==> src/hdl/sha256_pkg.sv <==
package sha256_pkg;

  localparam int unsigned BLOCK_BYTES = 64;
  localparam int unsigned LEN_OFFSET  = 56;
  localparam logic [7:0]  PAD_BYTE    = 8'h80;

  typedef enum logic [2:0] {
    ST_COLLECT,
    ST_LOAD,
    ST_ROUND,
    ST_FOLD,
    ST_EMIT
  } state_t;

  typedef logic [31:0] word_t;

  localparam word_t INITIAL_H [8] = '{
    32'h6a09e667, 32'hbb67ae85, 32'h3c6ef372, 32'ha54ff53a,
    32'h510e527f, 32'h9b05688c, 32'h1f83d9ab, 32'h5be0cd19
  };

  localparam word_t ROUND_K [64] = '{
    32'h428a2f98, 32'h71374491, 32'hb5c0fbcf, 32'he9b5dba5,
    32'h3956c25b, 32'h59f111f1, 32'h923f82a4, 32'hab1c5ed5,
    32'hd807aa98, 32'h12835b01, 32'h243185be, 32'h550c7dc3,
    32'h72be5d74, 32'h80deb1fe, 32'h9bdc06a7, 32'hc19bf174,
    32'he49b69c1, 32'hefbe4786, 32'h0fc19dc6, 32'h240ca1cc,
    32'h2de92c6f, 32'h4a7484aa, 32'h5cb0a9dc, 32'h76f988da,
    32'h983e5152, 32'ha831c66d, 32'hb00327c8, 32'hbf597fc7,
    32'hc6e00bf3, 32'hd5a79147, 32'h06ca6351, 32'h14292967,
    32'h27b70a85, 32'h2e1b2138, 32'h4d2c6dfc, 32'h53380d13,
    32'h650a7354, 32'h766a0abb, 32'h81c2c92e, 32'h92722c85,
    32'ha2bfe8a1, 32'ha81a664b, 32'hc24b8b70, 32'hc76c51a3,
    32'hd192e819, 32'hd6990624, 32'hf40e3585, 32'h106aa070,
    32'h19a4c116, 32'h1e376c08, 32'h2748774c, 32'h34b0bcb5,
    32'h391c0cb3, 32'h4ed8aa4a, 32'h5b9cca4f, 32'h682e6ff3,
    32'h748f82ee, 32'h78a5636f, 32'h84c87814, 32'h8cc70208,
    32'h90befffa, 32'ha4506ceb, 32'hbef9a3f7, 32'hc67178f2
  };

  function automatic word_t rotr(word_t x, int unsigned n);
    return (x >> n) | (x << (32 - n));
  endfunction

endpackage

==> src/hdl/sha256_if.sv <==
interface sha256_in_if;
  logic       valid;
  logic       ready;
  logic [7:0] data_byte;
  logic       byte_present;
  logic       end_of_message;
  modport source (output valid, data_byte, byte_present, end_of_message, input ready);
  modport sink (input valid, data_byte, byte_present, end_of_message, output ready);
endinterface

interface sha256_out_if;
  logic        valid;
  logic        ready;
  logic [31:0] digest_word;
  logic [2:0]  word_index;
  logic        last_word;
  modport source (output valid, digest_word, word_index, last_word, input ready);
  modport sink (input valid, digest_word, word_index, last_word, output ready);
endinterface

==> src/hdl/sha256_byte_stream_hasher_core.sv <==
// Channel  Dir  Payload                                   Handshake
// in       in   data_byte[7:0] byte_present end_of_message  valid/ready
// out      out  digest_word[31:0] word_index[2:0] last_word valid/ready
//
// A byte transfer is accepted whenever the block is filling; an item with neither
// flag is accepted and stores nothing. A full block runs a load pass (16 word
// reads through the registered block memory, plus a step for the last word to
// arrive), 64 rounds and one fold step, with input held throughout.
// An end item fills padding one byte a cycle up to the block end, compresses
// once or twice, then emits eight words, one per output transfer.
// Reset is synchronous; the block memory has no reset and no clearing pass.
// A stalled output holds the current word; input waits until the digest leaves.
module sha256_byte_stream_hasher_core
  import sha256_pkg::*;
(
  input  logic            clk,
  input  logic            rst,
  sha256_in_if.sink       in_ch,
  sha256_out_if.source    out_ch
);

  // block memory: 16 big-endian words, one byte lane written per cycle
  logic [31:0] buf_mem [BLOCK_BYTES / 4];
  logic [7:0]  buf_wdata;
  logic [5:0]  buf_waddr;
  logic        buf_we;
  logic [3:0]  buf_raddr;
  word_t       buf_rdata;

  always_ff @(posedge clk) begin
    if (buf_we) buf_mem[buf_waddr[5:2]][{~buf_waddr[1:0], 3'b000} +: 8] <= buf_wdata;
    buf_rdata <= buf_mem[buf_raddr];
  end

  state_t      state, state_next;
  word_t       chain [8];
  word_t       v [8];
  word_t       w [16];
  logic [5:0]  fill;
  logic [60:0] count;
  logic [6:0]  round;
  logic        padding;   // end seen, writing padding bytes
  logic        final_blk; // block being filled or compressed carries the length
  logic        pad_first; // 0x80 still owed after an end item that carried a byte
  logic [2:0]  emit_idx;

  logic in_fire, out_fire;
  assign in_ch.ready = (state == ST_COLLECT) && !padding;
  assign in_fire     = in_ch.valid && in_ch.ready;
  assign out_fire    = out_ch.valid && out_ch.ready;

  logic [63:0] bits;
  logic [63:0] len_shift;
  assign bits      = {count, 3'd0};
  // length byte for positions 56..63, most significant first
  assign len_shift = bits >> {~fill[2:0], 3'b000};

  // padding byte at the current fill position
  logic [7:0] pad_byte;
  always_comb begin
    if (pad_first) pad_byte = PAD_BYTE;
    else if (final_blk && fill >= 6'(LEN_OFFSET)) pad_byte = len_shift[7:0];
    else pad_byte = 8'd0;
  end

  always_comb begin
    buf_we    = 1'b0;
    buf_waddr = fill;
    buf_wdata = in_ch.data_byte;
    if (in_fire) begin
      if (in_ch.byte_present) begin
        buf_we = 1'b1;
      end else if (in_ch.end_of_message) begin
        buf_we = 1'b1; buf_wdata = PAD_BYTE;
      end
    end else if (state == ST_COLLECT && padding) begin
      buf_we = 1'b1; buf_wdata = pad_byte;
    end
  end

  assign buf_raddr = (state == ST_LOAD) ? round[3:0] : 4'd0;

  // round datapath
  logic [5:0] r6;
  logic [3:0] slot;
  word_t wt, s0, s1, t1, t2, w15, w2;
  assign r6   = round[5:0];
  assign slot = r6[3:0];
  assign w15  = w[slot + 4'd1];
  assign w2   = w[slot + 4'd14];
  assign s0   = rotr(w15, 7) ^ rotr(w15, 18) ^ (w15 >> 3);
  assign s1   = rotr(w2, 17) ^ rotr(w2, 19) ^ (w2 >> 10);
  assign wt   = (r6 >= 6'd16) ? s1 + w[slot + 4'd9] + s0 + w[slot] : w[slot];
  assign t1   = v[7] + (rotr(v[4], 6) ^ rotr(v[4], 11) ^ rotr(v[4], 25)) +
                ((v[4] & v[5]) ^ (~v[4] & v[6])) + ROUND_K[r6] + wt;
  assign t2   = (rotr(v[0], 2) ^ rotr(v[0], 13) ^ rotr(v[0], 22)) +
                ((v[0] & v[1]) ^ (v[0] & v[2]) ^ (v[1] & v[2]));

  // next state
  always_comb begin
    state_next = state;
    unique case (state)
      ST_COLLECT: begin
        if (in_fire && (in_ch.byte_present || in_ch.end_of_message) && fill == 6'd63)
          state_next = ST_LOAD;
        else if (padding && fill == 6'd63) state_next = ST_LOAD;
      end
      ST_LOAD:  if (round == 7'd16) state_next = ST_ROUND;
      ST_ROUND: if (round == 7'd63) state_next = ST_FOLD;
      ST_FOLD:  state_next = final_blk ? ST_EMIT : ST_COLLECT;
      ST_EMIT:  if (out_fire && emit_idx == 3'd7) state_next = ST_COLLECT;
      default:  state_next = ST_COLLECT;
    endcase
  end

  // outputs
  always_comb begin
    out_ch.valid       = (state == ST_EMIT);
    out_ch.digest_word = chain[emit_idx];
    out_ch.word_index  = emit_idx;
    out_ch.last_word   = (emit_idx == 3'd7);
  end

  always_ff @(posedge clk) begin
    if (rst) begin
      state     <= ST_COLLECT;
      fill      <= '0;
      count     <= '0;
      round     <= '0;
      padding   <= 1'b0;
      final_blk <= 1'b0;
      pad_first <= 1'b0;
      emit_idx  <= '0;
      chain     <= INITIAL_H;
    end else begin
      state <= state_next;
      unique case (state)
        ST_COLLECT: begin
          if (in_fire) begin
            if (in_ch.byte_present) begin
              fill  <= fill + 6'd1;
              count <= count + 61'd1;
              // end with a byte: the pad byte follows in padding mode
              if (in_ch.end_of_message) begin
                padding   <= 1'b1;
                pad_first <= 1'b1;
              end
            end else if (in_ch.end_of_message) begin
              fill      <= fill + 6'd1;
              padding   <= 1'b1;
              final_blk <= fill < 6'(LEN_OFFSET);
            end
          end else if (padding) begin
            fill <= fill + 6'd1;
            // 0x80 lands here; the length fits only if it sits before byte 56
            if (pad_first) begin
              pad_first <= 1'b0;
              final_blk <= fill < 6'(LEN_OFFSET);
            end
          end
          round <= '0;
        end
        ST_LOAD: begin
          // memory word r-1 arrives this cycle
          if (round != 7'd0) w[round[3:0] - 4'd1] <= buf_rdata;
          round <= (round == 7'd16) ? 7'd0 : round + 7'd1;
          v <= chain;
        end
        ST_ROUND: begin
          w[slot] <= wt;
          v[7] <= v[6]; v[6] <= v[5]; v[5] <= v[4]; v[4] <= v[3] + t1;
          v[3] <= v[2]; v[2] <= v[1]; v[1] <= v[0]; v[0] <= t1 + t2;
          round <= round + 7'd1;
        end
        ST_FOLD: begin
          for (int i = 0; i < 8; i++) chain[i] <= chain[i] + v[i];
          round <= '0;
          fill  <= '0;
          // padding overflow: the length goes into the next block
          if (padding) final_blk <= 1'b1;
          if (final_blk) padding <= 1'b0;
        end
        ST_EMIT: begin
          if (out_fire) begin
            emit_idx <= emit_idx + 3'd1;
            if (emit_idx == 3'd7) begin
              chain     <= INITIAL_H;
              count     <= '0;
              final_blk <= 1'b0;
            end
          end
        end
        default: ;
      endcase
    end
  end

  assert property (@(posedge clk) disable iff (rst) out_ch.valid |-> !in_ch.ready)
    else $error("input taken while digest pending");
  assert property (@(posedge clk) disable iff (rst)
    (state == ST_ROUND) |=> (state == ST_ROUND || state == ST_FOLD))
    else $error("round sequence broken");
  assert property (@(posedge clk) disable iff (rst)
    (out_fire && emit_idx == 3'd7) |=> (state == ST_COLLECT && emit_idx == 3'd0))
    else $error("digest emit did not close");

endmodule
==> src/flat_wrapper.sv <==
// flat-port wrapper written by rule: the top's interface ports become plain ports
module sha256_byte_stream_hasher_core_flat import sha256_pkg::*;
  (clk, rst, in_ch_valid, in_ch_data_byte, in_ch_byte_present, in_ch_end_of_message, in_ch_ready, out_ch_valid, out_ch_digest_word, out_ch_word_index, out_ch_last_word, out_ch_ready);
  sha256_in_if in_ch_i ();
  sha256_out_if out_ch_i ();
  input  logic clk;
  input  logic rst;
  input wire logic [$bits(in_ch_i.valid)-1:0] in_ch_valid;
  input wire logic [$bits(in_ch_i.data_byte)-1:0] in_ch_data_byte;
  input wire logic [$bits(in_ch_i.byte_present)-1:0] in_ch_byte_present;
  input wire logic [$bits(in_ch_i.end_of_message)-1:0] in_ch_end_of_message;
  output wire logic [$bits(in_ch_i.ready)-1:0] in_ch_ready;
  output wire logic [$bits(out_ch_i.valid)-1:0] out_ch_valid;
  output wire logic [$bits(out_ch_i.digest_word)-1:0] out_ch_digest_word;
  output wire logic [$bits(out_ch_i.word_index)-1:0] out_ch_word_index;
  output wire logic [$bits(out_ch_i.last_word)-1:0] out_ch_last_word;
  input wire logic [$bits(out_ch_i.ready)-1:0] out_ch_ready;
  assign in_ch_i.valid = in_ch_valid;
  assign in_ch_i.data_byte = in_ch_data_byte;
  assign in_ch_i.byte_present = in_ch_byte_present;
  assign in_ch_i.end_of_message = in_ch_end_of_message;
  assign in_ch_ready = in_ch_i.ready;
  assign out_ch_valid = out_ch_i.valid;
  assign out_ch_digest_word = out_ch_i.digest_word;
  assign out_ch_word_index = out_ch_i.word_index;
  assign out_ch_last_word = out_ch_i.last_word;
  assign out_ch_i.ready = out_ch_ready;
  sha256_byte_stream_hasher_core u_core (.clk(clk), .rst(rst), .in_ch(in_ch_i), .out_ch(out_ch_i));
endmodule
==> config.mk <==
export PLATFORM = sky130hd
export DESIGN_NAME = sha256_byte_stream_hasher_core_flat
export DESIGN_NICKNAME = d
export VERILOG_FILES = /design/src/hdl/sha256_pkg.sv /design/src/hdl/sha256_if.sv /design/src/hdl/sha256_byte_stream_hasher_core.sv /design/src/flat_wrapper.sv
export SDC_FILE = /design/constraint.sdc
export NUM_CORES = 2
export LEC_CHECK = 0
export ABC_AREA = 1
export BUFFER_PORTS_ARGS = -buffer_cell sky130_fd_sc_hd__buf_2
export CAP_MARGIN = 30
export CORE_UTILIZATION = 30
export DETAILED_ROUTE_END_ITERATION = 10
export PLACE_DENSITY = 0.52
export SYNTH_ARGS = -nofsm -noshare
export SYNTH_HDL_FRONTEND = slang
export SYNTH_SLANG_ARGS = --single-unit
==> constraint.sdc <==
create_clock -name clk -period 36.2 [get_ports clk]
set_input_delay 7.24 -clock clk [delete_from_list [all_inputs] [get_ports clk]]
set_output_delay 7.24 -clock clk [all_outputs]
set_load 0.05 [all_outputs]
# Yosys cells after proc, flatten, opt, wreduce, memory -nomap -nowiden
# Memories as Yosys holds them, arrays and structs flattened. A register that Yosys moved wholly into a read port is not among the register bits.
# Cells that the tools add are included.
# classes
bitwise_logic,32
n_mux,70
reduce_logical,31
addsub,27
magnitude_cmp,5
eq_ne,26
shift,3
# ops
cell,count
one-hot mux 256 bit (2 select lines),2
adder 32 bit,18
2-to-1 mux 256 bit,2
bitwise XOR 32 bit,9
2-to-1 mux 61 bit,4
2-to-1 mux 32 bit,7
bitwise AND 32 bit,5
one-hot mux 61 bit (2 select lines),1
binary-select mux 32 bit (select 3 bit),1
right shift 64 x 6 -> 8 bit,1
"adder 61 x 1 -> 61 bit, second input constant",1
2-to-1 mux 8 bit,6
inverter 32 bit,1
bitwise OR 10 x 32 -> 32 bit,1
bitwise OR 13 x 32 -> 32 bit,1
bitwise OR 14 x 32 -> 32 bit,1
bitwise OR 15 x 32 -> 32 bit,1
bitwise OR 19 x 32 -> 32 bit,1
bitwise OR 21 x 32 -> 32 bit,1
bitwise OR 25 x 32 -> 32 bit,1
bitwise OR 26 x 32 -> 32 bit,1
bitwise OR 30 x 32 -> 32 bit,1
bitwise OR 7 x 32 -> 32 bit,1
OR reduction 32 bit,1
55 further kinds,125
# totals
romBits,2048
n_memories,3
word_cells,221
in_bits,14
ramBits,1024
reg_bits,595
out_inout_bits,38
# memory_table
name,depth,width,read_ports,rd_clocked_by_memory_dff,write_ports,line,text
(name not given),64,32,1,0,0,sha256_byte_stream_hasher_core.sv:95,((v[4] & v[5]) ^ (~v[4] & v[6])) + ROUND_K[r6] + wt;
u_core.buf_mem,16,32,1,1,1,sha256_byte_stream_hasher_core.sv:23,logic [31:0] buf_mem [BLOCK_BYTES / 4];
u_core.w,16,32,4,1,1,sha256_byte_stream_hasher_core.sv:38,word_t w [16];

# Logic depth before layout (Yosys ltp)
# An unclocked memory read counts as a cell.
# logic_depth
ltp_word,12
ltp_mapped,65
mapped_depth_nobuf,59

# Worst setup path after synthesis
# Ideal clock, no wire load.
# synth_timing
path_type,in2reg
start,in rst
end,reg u_core.v[0] (netlist bit) (enable)
path_slack_ns,15.163
setup_ns,0.959
required_ns,35.241
arrival_ns,20.079
cell_stages,4
n_path_buf,3
path_cell_list,clkbuf_1 clkbuf_1 clkbuf_1 a21oi_1
# synth_between
elab_chain_len,2
# synth_rtl
element,line,text
from (decl),flat_wrapper.sv:7,input logic rst;
inverter 1 bit (no source line),--,
AND reduction 2 bit (no source line),--,
to (signal assigned),sha256_byte_stream_hasher_core.sv:167,v <= chain;
to (decl),sha256_byte_stream_hasher_core.sv:37,word_t v [8];
# No other way between the ends.
# A chain may end at the register's enable or synchronous reset.

# Worst setup path in the final report
# layout_timing
start,reg u_core.round[1]
end,"reg u_core.v[255] (netlist bit), data pin"
# layout_between
elab_chain_len,12
elab_cells_between_ends,25
cone_classes,add/sub (9); order compare (1); mux (4); bitwise (9); memory (2)
# layout_rtl
element,line,text
from (decl),sha256_byte_stream_hasher_core.sv:41,logic [6:0] round;
from (signal assigned),sha256_byte_stream_hasher_core.sv:166,round <= (round == 7'd16) ? 7'd0 : round + 7'd1;
from (signal assigned),sha256_byte_stream_hasher_core.sv:173,round <= round + 7'd1;
adder 4 bit,sha256_byte_stream_hasher_core.sv:90,assign w2 = w[slot + 4'd14];
memory (16 x 32 bit),--,
bitwise OR 15 x 32 -> 32 bit / bitwise OR 13 x 32 -> 32 bit (equally long branches),sha256_pkg.sv:42,return (x >> n) | (x << (32 - n));
bitwise XOR 32 bit,sha256_byte_stream_hasher_core.sv:92,"assign s1 = rotr(w2, 17) ^ rotr(w2, 19) ^ (w2 >> 10);"
bitwise XOR 32 x 22 -> 32 bit,sha256_byte_stream_hasher_core.sv:92,
adder 32 bit (3 in a row),sha256_byte_stream_hasher_core.sv:93,assign wt = (r6 >= 6'd16) ? s1 + w[slot + 4'd9] + s0 + w[slot] : w[slot];
2-to-1 mux 32 bit,sha256_byte_stream_hasher_core.sv:93,
adder 32 bit *,sha256_byte_stream_hasher_core.sv:95,
adder 32 bit *,sha256_byte_stream_hasher_core.sv:172,v[3] <= v[2]; v[2] <= v[1]; v[1] <= v[0]; v[0] <= t1 + t2;
one-hot mux 256 bit (2 select lines) *,sha256_byte_stream_hasher_core.sv:137,unique case (state)
# Mark *: on every way between the ends. The rest lies on a longest branch, timed or not. The select of a mux whose other input is x is not followed.

==> impl.org <==
** Floorplan
- The die covers about 360000 µm².
- Core area :: about 350000 µm²
- Chip Height :: 597 µm
- Row generation in the floorplan step produced 218 rows.
- Measured along the x axis, the die boundary spans roughly 600 µm.
- The initial utilization of the core area, before any placement, comes to 0.301.
- 52 I/O pins were placed.

** STA
- Max frequency :: 0.0661 GHz
- Post-Route Hold Slack :: 483 ps
- After layout, the worst setup slack is 21070 ps.
- Dividing the final minimum period by the clock period gives 0.418.
- Setup TNS :: 0 ps
- The worst path in the final design needs a cycle of approximately 15000 ps, including I/O delays and setup.
- The hold violation total from the final report is 0.
- The max-slew violation count came to 0.
- Worst Clk Skew :: 96.6 ps
- Unrepaired setup endpoints after global routing :: no
- The worst pin sits at a relative slew slack of 0.242.
- Slew of the pin with the lowest slew margin :: approximately 1100 ps
- Final setup violating endpoints :: 0

** Setup path
- Type of origin of the critical path :: register
- Arrival @ worst endpoint :: 15770 ps
- The largest single stage delay on the critical path is 930 ps.
- Worst Path Max Fanout :: 59
- The largest individual stage delay along the critical path comes from the cell dfxtp_1.
- The cell that appears most often on the critical path is nand2_1.
- Reg-to-reg setup timing slack :: 21070 ps
- Type of destination of the critical path :: register
- Crit Path Class :: register to register
- STA puts the critical path data required time at between 30000 and 40000 ps.

** Final layout
- Share of the core filled with cells :: 0.336
- NumNets Final :: between 10000 and 15000
- Fill cells in the final layout number around 37000.
- Of the cells placed in the final design, the portion with a size suffix greater than 1 is 0.0624.
- Relative to the synthesized area, the layout overhead comes to 11.6%.

** Placed design
- The HPWL after detailed placement is just over 300 mm.
- Post-placement setup slack :: ~21000 ps
- Buffers placed on the I/O ports in this run total slightly above 50.
- Routability Congestion :: 0.988

** Synthesis
- Simple-Gate Fraction of Synth Area :: 0.169
- Number of nets produced by synthesis :: approximately 14000
- A synthesized cell averages between 8 and 9 µm².
- In the synthesized netlist the dominant register cell turns out to be edfxtp_1.
- Post-synthesis sequential area ratio :: 0.433
- Fraction of the mapped netlist area in compound gates :: 0.204
- In the synthesized netlist the async set-or-reset flop fraction comes to 0.
- Of the post-synthesis cell area, the dominant cell type holds 0.362.
- By area, the combinational part of the netlist is dominated by compound AO/OA/AOI/OAI gates.
- The Yosys step of the flow raised 0 warnings.
- Number of storage elements in the synthesis netlist :: about 1700
- In the synthesized netlist, the number of instances is 12956.
- Fraction of synthesized area in multiplexers :: 0.000754
- Number of enable flip-flop cells after synthesis :: 1280
- Count of distinct cell types in the synthesized netlist :: 69
- Of all cell types, the one taking the most synthesized area is edfxtp_1.
- Share of the synthesized netlist area taken by xor and xnor gates :: 0.0332
- In the post-synthesis netlist, the biggest area contributors are edfxtp_1, o21ai_0, nand2_1.
- Of the total synthesized cell area, the portion taken by full adders, half adders and majority gates is 0.0866.
- Cell types with the highest counts after synthesis :: nand2_1, o21ai_0, inv_1
- The mapped netlist covers around 110000 µm².
- Most numerous cell in the Yosys netlist :: nand2_1

** Clock tree
- Number of sinks on the clock net :: around 1700
- Clk pin slew, worst setup/hold paths :: approximately 60 ps
- The H-tree was split into 4 levels.
- Clock tree from TritonCTS :: built
- Maximum buffer depth of the clock tree :: 4
- In this run the clock root is driven by a clkbuf_16.
- In this run, CTS created clock tree buffers numbering 197.
- Post-cts repair resize count :: 0
- Clock latency on the worst-skew pair :: about 930 ps
- Number of hold-repair buffers added at the cts stage :: 0
- Once the clock tree was built, the setup fixing pass inserted 0 buffers.

** Power and ir drop
- Worst IR Drop VDD :: between 150 and 200 µV
- For this design the static power due to leakage is 45.6 nW.
- The completed layout was analyzed and its total power is 12.8 mW.
- Dividing total power by cell area gives a power density of between 100 and 150 nW/µm².

** Global routing
- Number of antenna violations at the first check in global routing :: 19
- First-pass GRT wire length :: around 630 mm
- For this run the aggregate overflow at the end of global routing stands at 0.
- Total global-route track usage :: 0.239
- Vias in the first global route :: approximately 90000
- Entering global routing, the biggest net connects 171 pins.

** Route
- After detailed routing, the number of remaining DRC violations is 0.
- Via density :: ~5.5
- Number of routed nets with antenna violations :: 0
- Total number of vias :: between 90000 and 100k
- DR iter-0 viols :: around 11000
- TritonRoute pass-1 iters :: 7
- After detailed routing, the total wire length is ~440 mm.
- Dividing the detail-routed wire length by the instance count gives ~25 µm.

** Worst hold path
- Hold/Removal Path Class :: register to register

** Status
- Run status :: finished, final reports clean

** Run
- Max-cap viol count :: 0
-- worst max-delay path: cells and delay by family, from the launching register on --
family | cells | cell delay, ps
compound gates | 20 | 5500
xor+xnor | 2 | 420
fa+ha+maj | 9 | 4020
buf+inv | 6 | 2320
flops | 1 | 930
simple gates | 16 | 1630
-- layout by cell type (no fill, tap or decap), drive strengths merged, types with 34 or more instances in the layout --
cell / instances
xor2: 234
dfxtp: 375
o21a: 34
a221oi: 53
a21oi: 1299
a21o: 41
o211ai: 141
o22ai: 172
clkinv: 87
a31oi: 90
nor2: 1106
edfxtp: 1280
nand3: 655
xnor2: 167
buf: 287
nand2: 2243
ha: 413
nor4: 35
o2111ai: 34
o21ai: 1698
inv: 1336
o221ai: 163
nor3: 114
nand4: 67
or2: 87
fa: 195
clkbuf: 242
-- report_power, final --
group	internal, mW	leakage, nW	switching, mW
logic	2.75	27.8	5.70
registers	2.21	14.6	0.0659
clock network	1.20	3.19	0.866
-- path summary, 6_finish.rpt --
path                    startpoint                to  cells past startpoint
hold reg to reg   u_core.count[25]  u_core.count[25]                      1
setup / recovery   u_core.round[1]     u_core.v[255]                     53
hold / removal    u_core.count[25]  u_core.count[25]                      1
setup reg to reg   u_core.round[1]     u_core.v[255]                     53
-- kinds of logic (layout without fill, tap and decap cells) --
family	count (synthesis)	in the layout
adders and majority gates	620	620
AOI/OAI and AO/OA	3879	3879
DFF	1655	1655
buffers and inverters	2058	1989
muxes	8	8
xor gates and xnor gates	401	401
other	0	2
and+or+nand+nor	4335	4335
-- registers in the layout (all words and copies together), names as in the netlist, 3 cells and up, named ones only --
register                  cells
u_core.w                    512
u_core.buf_waddr              6
u_core.v                    256
u_core.count                 61
u_core.round                  7
u_core.out_ch.word_index      3
u_core.buf_mem              512
u_core.state                  3
u_core.chain                256
u_core.buf_rdata             32
-- stage by stage --
stage	instances	area (µm²)
floorplan	12956	106000
global placement	17207	111000
detailed placement	17250	112000
CTS	17614	118000
global route	17619	118000
finish	17619	118000
-- routing by layer --
metal / share of wire / track usage / up-vias
met3: 0.086 / 0.0402 / 844
met5: 0.00025 / 0 / -
met2: 0.43 / 0.367 / 4529
li1: - / - / 44511
met4: 0.044 / 0.0963 / 16
met1: 0.44 / 0.334 / 46659
-- final cells by class --
cell class / count / area [µm²] / share of cell area
antenna: 2 / 5.00 / 0.0000423
clock buffer: 241 / 5290 / 0.0447
clock inverter: 123 / 1260 / 0.0106
inverter: 1337 / 5060 / 0.0427
multi-input combinational: 9243 / 52700 / 0.445
sequential: 1655 / 46000 / 0.388
tap: 4730 / 5920 / 0.0500
timing repair buffer: 288 / 2210 / 0.0186
No activity file was read; power rests on OpenSTA's default activity.
